--- src/rtl/srt_pkg.sv ---
// Types and constants of the search result table.
package srt_pkg;

   localparam int KEY_W   = 64;
   localparam int SCORE_W = 16;
   localparam int DEPTH_W = 8;
   localparam int KIND_W  = 2;

   // Slot index fold: the key is reduced a byte at a time in parallel
   localparam int BYTE_W    = 8;
   localparam int KEY_BYTES = KEY_W / BYTE_W;

   // Operation codes
   localparam logic FUNC_PROBE = 1'b0;
   localparam logic FUNC_STORE = 1'b1;

   // Bound kinds
   localparam logic [KIND_W-1:0] KIND_EXACT = 2'd0;
   localparam logic [KIND_W-1:0] KIND_LOWER = 2'd1;
   localparam logic [KIND_W-1:0] KIND_UPPER = 2'd2;

   // One table slot as held in memory
   typedef struct packed {
      logic                      valid;
      logic [KEY_W-1:0]          key;
      logic signed [SCORE_W-1:0] score;
      logic [DEPTH_W-1:0]        depth;
      logic [KIND_W-1:0]         kind;
   } slot_type;

   // One request as captured at the input transfer
   typedef struct packed {
      logic                      func;
      logic [KEY_W-1:0]          key;
      logic signed [SCORE_W-1:0] score;
      logic [KIND_W-1:0]         kind;
      logic [DEPTH_W-1:0]        depth;
      logic signed [SCORE_W-1:0] alpha;
      logic signed [SCORE_W-1:0] beta;
   } item_type;

   // One response
   typedef struct packed {
      logic                      hit;
      logic signed [SCORE_W-1:0] found_score;
      logic                      written;
   } result_type;

   typedef enum logic [1:0] {
      ST_CLEAR,
      ST_IDLE,
      ST_INDEX,
      ST_RESOLVE
   } state_type;

endpackage

--- src/rtl/srt_eval.sv ---
// Probe and store decision on one slot read.
module srt_eval (
   input  srt_pkg::item_type   item,
   input  srt_pkg::slot_type   slot,
   output srt_pkg::result_type result,
   output logic                wr_en,
   output srt_pkg::slot_type   new_slot
);
   import srt_pkg::*;

   logic                      match;
   logic                      deep_enough;
   logic signed [SCORE_W-1:0] alpha_adj;
   logic signed [SCORE_W-1:0] beta_adj;
   logic                      use_score;

   assign match       = slot.valid && (slot.key == item.key);
   assign deep_enough = slot.depth >= item.depth;

   // Window narrowing by a stored bound
   always_comb begin
      alpha_adj = item.alpha;
      beta_adj  = item.beta;
      if (slot.kind == KIND_LOWER && slot.score > item.alpha) begin
         alpha_adj = slot.score;
      end
      if (slot.kind == KIND_UPPER && slot.score < item.beta) begin
         beta_adj = slot.score;
      end
   end

   assign use_score = (slot.kind == KIND_EXACT) || (alpha_adj >= beta_adj);

   // Depth-preferred replacement on a store; hit decision on a probe
   always_comb begin
      wr_en              = 1'b0;
      result.hit         = 1'b0;
      result.found_score = '0;
      result.written     = 1'b0;
      if (item.func == FUNC_STORE) begin
         wr_en          = !match || (slot.depth < item.depth);
         result.written = wr_en;
      end else if (match && deep_enough && use_score) begin
         result.hit         = 1'b1;
         result.found_score = slot.score;
      end
   end

   assign new_slot.valid = 1'b1;
   assign new_slot.key   = item.key;
   assign new_slot.score = item.score;
   assign new_slot.depth = item.depth;
   assign new_slot.kind  = item.kind;

endmodule

--- config.mk ---
export PLATFORM = sky130hd
export DESIGN_NAME = srt_eval
export DESIGN_NICKNAME = d
export VERILOG_FILES = /design/src/rtl/srt_pkg.sv /design/src/rtl/srt_eval.sv
export SDC_FILE = /design/constraint.sdc
export NUM_CORES = 1
export LEC_CHECK = 0
export ABC_AREA = 1
export ABC_CLOCK_PERIOD_IN_PS = 4600
export BUFFER_PORTS_ARGS = -buffer_cell sky130_fd_sc_hd__buf_2
export CAP_MARGIN = 20
export CORE_AREA = 2 2 127 129
export DETAILED_ROUTE_END_ITERATION = 12
export DIE_AREA = 0 0 129 131
export GPL_ROUTABILITY_DRIVEN = 0
export PLACE_DENSITY = 0.67
export SYNTH_ARGS = -nofsm -noshare
export SYNTH_HDL_FRONTEND = slang
export SYNTH_SLANG_ARGS = --single-unit
--- constraint.sdc ---
create_clock -name vclk -period 4.6
set_clock_uncertainty 0.05 [all_clocks]
set_input_delay 0.46 -clock vclk [all_inputs]
set_output_delay 0.46 -clock vclk [all_outputs]
set_load 0.02 [all_outputs]
==> impl_metrics.csv <==
group,metric,value,unit
cells_and_area,stdcell_area,5060,um^2
cells_and_area,final.clkbuf_count,0,
pwr,ir_drop,0.0358,mV
grt,grt_pass1_wl,20700,um
floorplan,die_y,131,um
cells_and_area,seq_cells,0,
timing,fin_crit,4.13,ns
routing,dr.pass1.iters,4,
grt,first_global_vias,4351,
pwr,power_density,101,nW/um^2
yosys,synth_cell_types,29,
place,dp_hpwl,12700,um
timing,slew_violations,0,
floorplan,row_count,46,
grt,grt_max_degree,18,
cells_and_area,drive_gt1_share,34.3,%
pwr,p_comb_share,100.0,%
pwr,p_leak,3.44,nW
routing,wirelength,14000,um
timing,hold_viol,0,
floorplan,die_w,129,um
setup_path,crit_path_max_fanout,17,
routing,drcViolationCount,0,
pwr,seqPwrFrac,0,%
cells_and_area,diodes,0,
floorplan,ioPinCount,324,
timing,hold_ws,0.870,ns
setup_path,critPathKind,"input pin to output pin",
routing,via_per_inst,4.26,
place,place_area,4980,um^2
yosys,yosysWarnings,0,
routing,antenna_left,0,
cells_and_area,instances_no_fill,1144,
timing,setup_viol,0,
setup_path,required,4.09,ns
status,run_status,"complete, no violations",
place,numPortBuffers,287,
grt,grt_overflow,0,
cells_and_area,final_common_cell,"buf_2",
pwr,p_int,206,uW
floorplan,core-area,15600,um^2
yosys,netlist_area,3990,um^2
cells_and_area,final_cell_mix,"buf_2 (287), nand2_1 (226), inv_1 (156)",
setup_path,crit_path_end_kind,"output pin",
floorplan,initial_utilization,25.6,%
pwr,clkPwrFrac,0,%
routing,drt-initial-drc-count,151,
routing,vias,4877,
pwr,switching_power,304,uW
yosys,syn_area_per_cell,5.46,um^2
timing,tns,0,ns
pwr,power.total,510,uW
floorplan,die_area,16900,um^2
timing,fmax,242,MHz
cells_and_area,register_area,0,um^2
cells_and_area,area_delta_synth_final,26.7,%
grt,grt_use_total,15.3,%
yosys,syn_nets,1000,
timing,rsz0062_at_grt,"false",
yosys,syn_inst,731,
job,cap_viol_max_count,0,
timing,period_share,89.9,%
hold_path,hp-class,"input pin to output pin",
routing,wl_per_cell,12.3,um
cells_and_area,nNetsFinal,1199,
setup_path,worstSetupStartpointType,"input pin",
grt,grt_antenna_before_repair,0,
place,dp_cells,1138,
pwr,swShare,59.6,%
yosys,synth-seq-area-share,0,%
setup_path,worstPathArrival,3.62,ns
==> synth_stat cells, types with 5 or more instances <==
cell,instances,share of area [%]
inv_1,156,15
xnor2_1,16,3.5
o21ai_0,10,1.3
nand2_1,226,21
nor2_2,10,1.6
nand4_1,38,6.0
a21oi_1,23,2.9
buf_4,92,17
ha_1,55,17
nand3_1,11,1.4
o22ai_1,9,1.4
buf_2,5,0.63
nor2_1,54,5.1
==> metrics by stage <==
stage                     utilization (%)  setup WS (ns)
final                                32.4          0.466
after global routing                 32.4         0.0991
after CTS                            31.9          0.219
after detailed placement             31.9          0.232
after global placement               31.9          0.357
after floorplan                         -          0.955
==> metal layers <==
layer	GRT usage [%]	vias up	routed length, um
li1	-	2553	-
met1	18.4	2085	5680
met2	30.0	221	7130
met3	1.02	18	930
met4	2.88	0	278
met5	0	-	0
==> power by group through the flow <==
stage,Sequential [mW],Combinational [mW],Clock [mW]
5_1_grt,0,0.579,0
4_1_cts,0,0.507,0
6_report,0,0.510,0
3_5_place_dp,0,0.505,0
3_3_place_gp,0,0.498,0
2_1_floorplan,0,0.367,0
==> repair_timing <==
item                       CTS  global route
setup buffers                0             6
setup endpoints to repair    0            17
resized for setup            0             2
hold buffers                 0             0
==> worst paths after layout <==
kind	start	to	slack, ns	depth (start not counted)
worst max-delay path	slot[25]	result[4]	0.47	25
worst min-delay path	item[47]	new_slot[15]	0.87	0
==> kinds of logic (layout without fill, tap and decap cells) <==
group | Yosys count | after routing | share of synthesized area [%]
AOI/OAI and AO/OA | 50 | 50 | 7.18
xor gates and xnor gates | 18 | 18 | 3.95
adders and majority gates | 55 | 55 | 17.2
buffers and inverters | 258 | 455 | 33.6
other | 1 | 1 | 0.0940
and+or+nand+nor | 349 | 349 | 37.9
==> critical path, cell delays in order <==
cell	delay, ns
buf_2	0.14
ha_1	0.38
nand2_1	0.10
nor2_2	0.13
nand4_1	0.08
inv_1	0.11
nand2_1	0.12
nand3_4	0.20
nand3_4	0.15
buf_4	0.18
nand2_1	0.05
nand2_1	0.05
ha_1	0.29
nand2_1	0.06
inv_1	0.06
nand3_1	0.08
nor2_1	0.14
nand2_1	0.09
nand2_1	0.06
nand2_1	0.04
nand3_1	0.11
nand3_4	0.10
buf_4	0.17
nor2_1	0.09
buf_2	0.17
==> layout make-up <==
cell class	instances	area, um^2
fill	1795	10500
inverter	157	589
multi-input combinational	473	2670
tap	216	270
timing repair buffer	298	1530
No activity file was read; power rests on OpenSTA's default activity.
