$ cat config.mk
export PLATFORM = sky130hd
export DESIGN_NAME = srt_index
export DESIGN_NICKNAME = d
export VERILOG_FILES = /design/src/rtl/srt_pkg.sv /design/src/rtl/srt_index.sv
export SDC_FILE = /design/constraint.sdc
export NUM_CORES = 1
export LEC_CHECK = 0
export BUFFER_PORTS_ARGS = -buffer_cell sky130_fd_sc_hd__buf_2
export CAP_MARGIN = 15
export CORE_MARGIN = 2
export CORE_UTILIZATION = 19
export DETAILED_ROUTE_END_ITERATION = 6
export GPL_TIMING_DRIVEN = 0
export PLACE_DENSITY = 0.84
export SLEW_MARGIN = 10
export SYNTH_ARGS = -nofsm -noshare
export SYNTH_HDL_FRONTEND = slang
export SYNTH_SLANG_ARGS = --single-unit
export TNS_END_PERCENT = 1
$ cat constraint.sdc
create_clock -name clock -period 0.8 [get_ports clock]
set_input_delay 0.16 -clock clock [delete_from_list [all_inputs] [get_ports clock]]
set_output_delay 0.16 -clock clock [all_outputs]
set_load 0.01 [all_outputs]
$ cat src/rtl/srt_pkg.sv
// Types and constants of the search result table.
package srt_pkg;

   localparam int KEY_W   = 64;
   localparam int SCORE_W = 16;
   localparam int DEPTH_W = 8;
   localparam int KIND_W  = 2;

   // Slot index fold: the key is reduced a byte at a time in parallel
   localparam int BYTE_W    = 8;
   localparam int KEY_BYTES = KEY_W / BYTE_W;

   // Operation codes
   localparam logic FUNC_PROBE = 1'b0;
   localparam logic FUNC_STORE = 1'b1;

   // Bound kinds
   localparam logic [KIND_W-1:0] KIND_EXACT = 2'd0;
   localparam logic [KIND_W-1:0] KIND_LOWER = 2'd1;
   localparam logic [KIND_W-1:0] KIND_UPPER = 2'd2;

   // One table slot as held in memory
   typedef struct packed {
      logic                      valid;
      logic [KEY_W-1:0]          key;
      logic signed [SCORE_W-1:0] score;
      logic [DEPTH_W-1:0]        depth;
      logic [KIND_W-1:0]         kind;
   } slot_type;

   // One request as captured at the input transfer
   typedef struct packed {
      logic                      func;
      logic [KEY_W-1:0]          key;
      logic signed [SCORE_W-1:0] score;
      logic [KIND_W-1:0]         kind;
      logic [DEPTH_W-1:0]        depth;
      logic signed [SCORE_W-1:0] alpha;
      logic signed [SCORE_W-1:0] beta;
   } item_type;

   // One response
   typedef struct packed {
      logic                      hit;
      logic signed [SCORE_W-1:0] found_score;
      logic                      written;
   } result_type;

   typedef enum logic [1:0] {
      ST_CLEAR,
      ST_IDLE,
      ST_INDEX,
      ST_RESOLVE
   } state_type;

endpackage

$ cat src/rtl/srt_index.sv
// Slot index unit: key modulo table size, a mask or a folded reciprocal reduction.
module srt_index #(
   parameter int TABLE_ENTRIES = 1024,
   parameter int IDX_W         = 10
) (
   input  logic                     clock,
   input  logic                     reset,
   input  logic                     start,
   input  logic [srt_pkg::KEY_W-1:0] key,
   output logic                     done,
   output logic [IDX_W-1:0]         index
);
   import srt_pkg::*;

   localparam bit POW2 = (TABLE_ENTRIES & (TABLE_ENTRIES - 1)) == 0;

   // Weight of each key byte: 2^(8*i) modulo the table size
   function automatic logic [KEY_BYTES*IDX_W-1:0] byte_weights();
      logic [KEY_BYTES*IDX_W-1:0] w;
      longint unsigned            p;
      w = '0;
      p = 1;
      for (int i = 0; i < KEY_BYTES; i++) begin
         w[i*IDX_W +: IDX_W] = IDX_W'(p % TABLE_ENTRIES);
         p = (p << BYTE_W) % TABLE_ENTRIES;
      end
      return w;
   endfunction

   generate
      if (POW2) begin : g_mask
         logic             done_ff;
         logic [IDX_W-1:0] idx_ff;

         // Low key bits give the slot directly
         always_ff @(posedge clock) begin
            if (reset) begin
               done_ff <= 1'b0;
            end else begin
               done_ff <= start;
            end
            if (start) begin
               idx_ff <= key[IDX_W-1:0];
            end
         end

         assign done  = done_ff;
         assign index = idx_ff;
      end else begin : g_fold
         // sum of weighted bytes stays below 2^V_W; reciprocal fits in Q_W bits
         localparam int FOLD_STAGES = 4;
         localparam int V_W = IDX_W + BYTE_W + $clog2(KEY_BYTES);
         localparam int Q_W = V_W - IDX_W + 1;
         localparam int R_W = IDX_W + 1;
         localparam logic [R_W-1:0] MOD_N = R_W'(TABLE_ENTRIES);
         localparam logic [Q_W-1:0] RECIP = Q_W'((64'd1 << V_W) / TABLE_ENTRIES);
         localparam logic [KEY_BYTES*IDX_W-1:0] WEIGHTS = byte_weights();

         logic [FOLD_STAGES-1:0] stage_ff;
         logic [V_W-1:0]         sum_ff, sum_in;
         logic [Q_W-1:0]         quot_ff, quot_in;
         logic [R_W-1:0]         rem_ff, rem_in;
         logic [IDX_W-1:0]       idx_ff, idx_in;
         logic [V_W+Q_W-1:0]     scaled;
         logic [V_W-1:0]         rem_full;

         // Fold: each byte times its weight, summed
         always_comb begin
            sum_in = '0;
            for (int i = 0; i < KEY_BYTES; i++) begin
               sum_in = sum_in + V_W'(key[i*BYTE_W +: BYTE_W] * WEIGHTS[i*IDX_W +: IDX_W]);
            end
         end

         // Quotient estimate by reciprocal, low by at most one
         assign scaled  = (V_W+Q_W)'(sum_ff) * (V_W+Q_W)'(RECIP);
         assign quot_in = scaled[V_W +: Q_W];

         // Remainder below twice the table size
         assign rem_full = sum_ff - V_W'(quot_ff * MOD_N);
         assign rem_in   = rem_full[R_W-1:0];

         // Final correction
         always_comb begin
            if (rem_ff >= MOD_N) begin
               idx_in = IDX_W'(rem_ff - MOD_N);
            end else begin
               idx_in = rem_ff[IDX_W-1:0];
            end
         end

         always_ff @(posedge clock) begin
            if (reset) begin
               stage_ff <= '0;
            end else begin
               stage_ff <= {stage_ff[FOLD_STAGES-2:0], start};
            end
            if (start) begin
               sum_ff <= sum_in;
            end
            quot_ff <= quot_in;
            rem_ff  <= rem_in;
            idx_ff  <= idx_in;
         end

         assign done  = stage_ff[FOLD_STAGES-1];
         assign index = idx_ff;
      end
   endgenerate

endmodule

==> flow_metrics.py <==
metrics = {
    "logic_synthesis": {
        "synthXorXnorAreaFrac_pct": 0,
        "yosysWarningCount": 0,
        "post-synth-top-area-cell": "edfxtp_1",
        "synth_mux_area_share_pct": 0,
        "synth_top_family_by_area": "simple AND/OR/NAND/NOR gates",
        "synth_top_area_share_pct": 89.9,
        "syn_area_um2": 334,
        "synth.ff_latch_count": 11,
        "synth_cells": 12,
        "yosysUniqueCellTypes": 3,
        "netlist_top_cells_area": "edfxtp_1 (90%), dfxtp_1 (6.0%), nor2b_4 (4.1%)",
        "synth-simple-area-share_pct": 4.12,
        "synth_compound_area_share_pct": 0,
        "syn_avg_cell_area_um2": 27.8,
        "synthAdderAreaFrac_pct": 0,
        "yosysSeqAreaShare_pct": 95.9,
        "synth_fp_nets": 79,
    },
    "sta": {
        "rsz0062_at_grt": "yes",
        "setup_slack_ps": -162,
        "period_minus_slack_ps": 962,
        "worst_hold_slack_ps": 72.1,
        "setup_viol": 11,
        "slew_headroom_pct": 84.2,
        "drv_slew": 0,
        "timing.setup.tns_ps": -1420,
        "fin_crit_sh_pct": 120,
        "fmax_mhz": 1040,
        "worstMarginPinSlew_ps": 237,
        "final_hold_viol_count": 0,
    },
    "pwr": {
        "switching_share_pct": 20.7,
        "leakagePower_nw": 0.220,
        "power-per-cell-area_nw_per_um2": 2330,
        "p_total_w": 0.00116,
        "pwr-share-seq_pct": 59.3,
        "ir_drop_uv": 884,
        "cell_internal_pwr_w": 0.000919,
        "pwr-share-clk_pct": 31.3,
        "combPwrFrac_pct": 9.4,
        "p_sw_w": 0.000240,
    },
    "place": {
        "gp_congestion": 0.592,
        "dp.cells": 52,
        "io_buffers": 23,
    },
    "clock_tree": {
        "htreeDepth": 1,
        "cts.sinks": 11,
        "path_clk_slew_ps": 70,
        "post_cts_buffers": 0,
        "clock_path_buffers": 2,
        "cts_tree": "yes",
        "numCtsBuffers": 3,
        "clockRootBuffer": "clkbuf_4",
    },
    "floorplanning": {
        "coreArea_um2": 1690,
        "io_pins": 78,
        "start_util_pct": 19.8,
        "die-area_um2": 2110,
        "fp.dieH_um": 45.9,
        "rows": 15,
        "die_w_um": 45.9,
    },
    "drt": {
        "vias": 209,
        "wl_um": 722,
        "wl_per_cell_um": 12.9,
        "drtIter0Drc": 6,
        "drtAntennaViolNets": 0,
        "drc": 0,
        "viasPerCell": 3.73,
        "drtPass1Iterations": 3,
    },
    "critical_path": {
        "max_stage_delay_ps": 390,
        "cp_max_fo": 1,
        "cp.required_ps": 640,
        "arrival_ps": 800,
        "crit_buf_inv": 1,
        "worst_path_max_delay_cell": "edfxtp_1",
        "start_kind": "flip-flop",
        "worstSetupEndpointType": "primary output",
        "crit_chain": "buf_2",
        "path_class": "flip-flop to primary output",
        "critical_path.top_delay_family": "flip-flops",
    },
    "global_route": {
        "grt_pass1_vias": 209,
        "gr-total-overflow": 0,
        "use_met3_pct": 5.95,
        "grtUsageMet1_pct": 13.0,
        "grt_first_pass_wirelength_um": 1080,
        "grt_max_degree": 12,
        "gr-max-usage-layer": "met1",
        "antenna_found_initial": 0,
        "use_met2_pct": 7.22,
        "gr-usage-all-layers_pct": 8.59,
    },
    "finish": {
        "layout_commonest_cell": "buf_2",
        "fin_nets": 107,
        "antenna_cells": 0,
        "ff_latch_area_um2": 320,
        "multi_input_area_um2": 13.8,
        "mostFrequentLayoutCells": "buf_2 (23), edfxtp_1 (10), clkbuf_4 (3)",
        "utilization_pct": 29.4,
        "nFillCells": 188,
        "final_cells": 56,
        "layout-drive-gt1-share_pct": 69.2,
        "area_growth_pct": 48.7,
    },
    "flow_run": {
        "max_cap_viol_count": 0,
    },
    "status": {
        "status": "finished, violations left",
        "violations": "setup timing",
    },
    "hold_path": {
        "hp-class": "input pin to flip-flop",
    },
}
-- power groups by stage --
stage	sequential, W	clock, W	combinational [W]
4_1_cts	0.000690	0.000375	0.000111
3_3_place_gp	0.000704	0	0.000106
5_1_grt	0.000693	0.000423	0.000121
3_5_place_dp	0.000702	0	0.000111
2_1_floorplan	0.000724	0	0.00000442
6_report	0.000688	0.000363	0.000109
-- metrics by stage --
stage	instance area (um2)	setup slack (ps)
after detailed placement	470	80.5
after CTS	497	-173
after floorplan	334	246
after global placement	470	111
final	497	-162
after global routing	497	-218
-- area by class of cell --
| type | count | share of cell area (%) |
|---|---|---|
| Clock buffer | 4 | 5.29 |
| Tap cell | 17 | 4.28 |
| Sequential cell | 11 | 64.5 |
| Timing Repair Buffer | 23 | 23.2 |
| Multi-Input combinational cell | 1 | 2.77 |
-- sequential cells by signal, summed over array words and instances (netlist names) --
| signal | count |
|---|---|
| done | 1 |
| index | 10 |
-- final timing paths --
| check | end | cells past startpoint | startpoint |
|---|---|---|---|
| setup / recovery | index[1] | 1 | index[1] |
| hold / removal | index[0] | 1 | key[0] |
-- cells by family (layout without fill, tap and decap cells) --
family                 Yosys count  count (layout)
and+or+nand+nor                  1               1
DFF                             11              11
buffers and inverters            0              27
-- cells in the mapped netlist --
library cell and n:
dfxtp_1 1, edfxtp_1 10, nor2b_4 1
-- layer usage --
metal  wire length [um]  vias up
li1                   -       99
met4                  0        0
met5                  0        -
met3                126        0
met1                380       86
met2                216       24
-- what timing repair did --
| action | CTS | global route |
|---|---|---|
| hold buffers | 0 | 0 |
| gates resized for setup | 0 | 0 |
| endpoints found under the hold margin | 0 | 0 |
| pin swaps | 0 | 0 |
| setup endpoints to repair | 11 | 11 |
No activity file was read; power rests on OpenSTA's default activity.
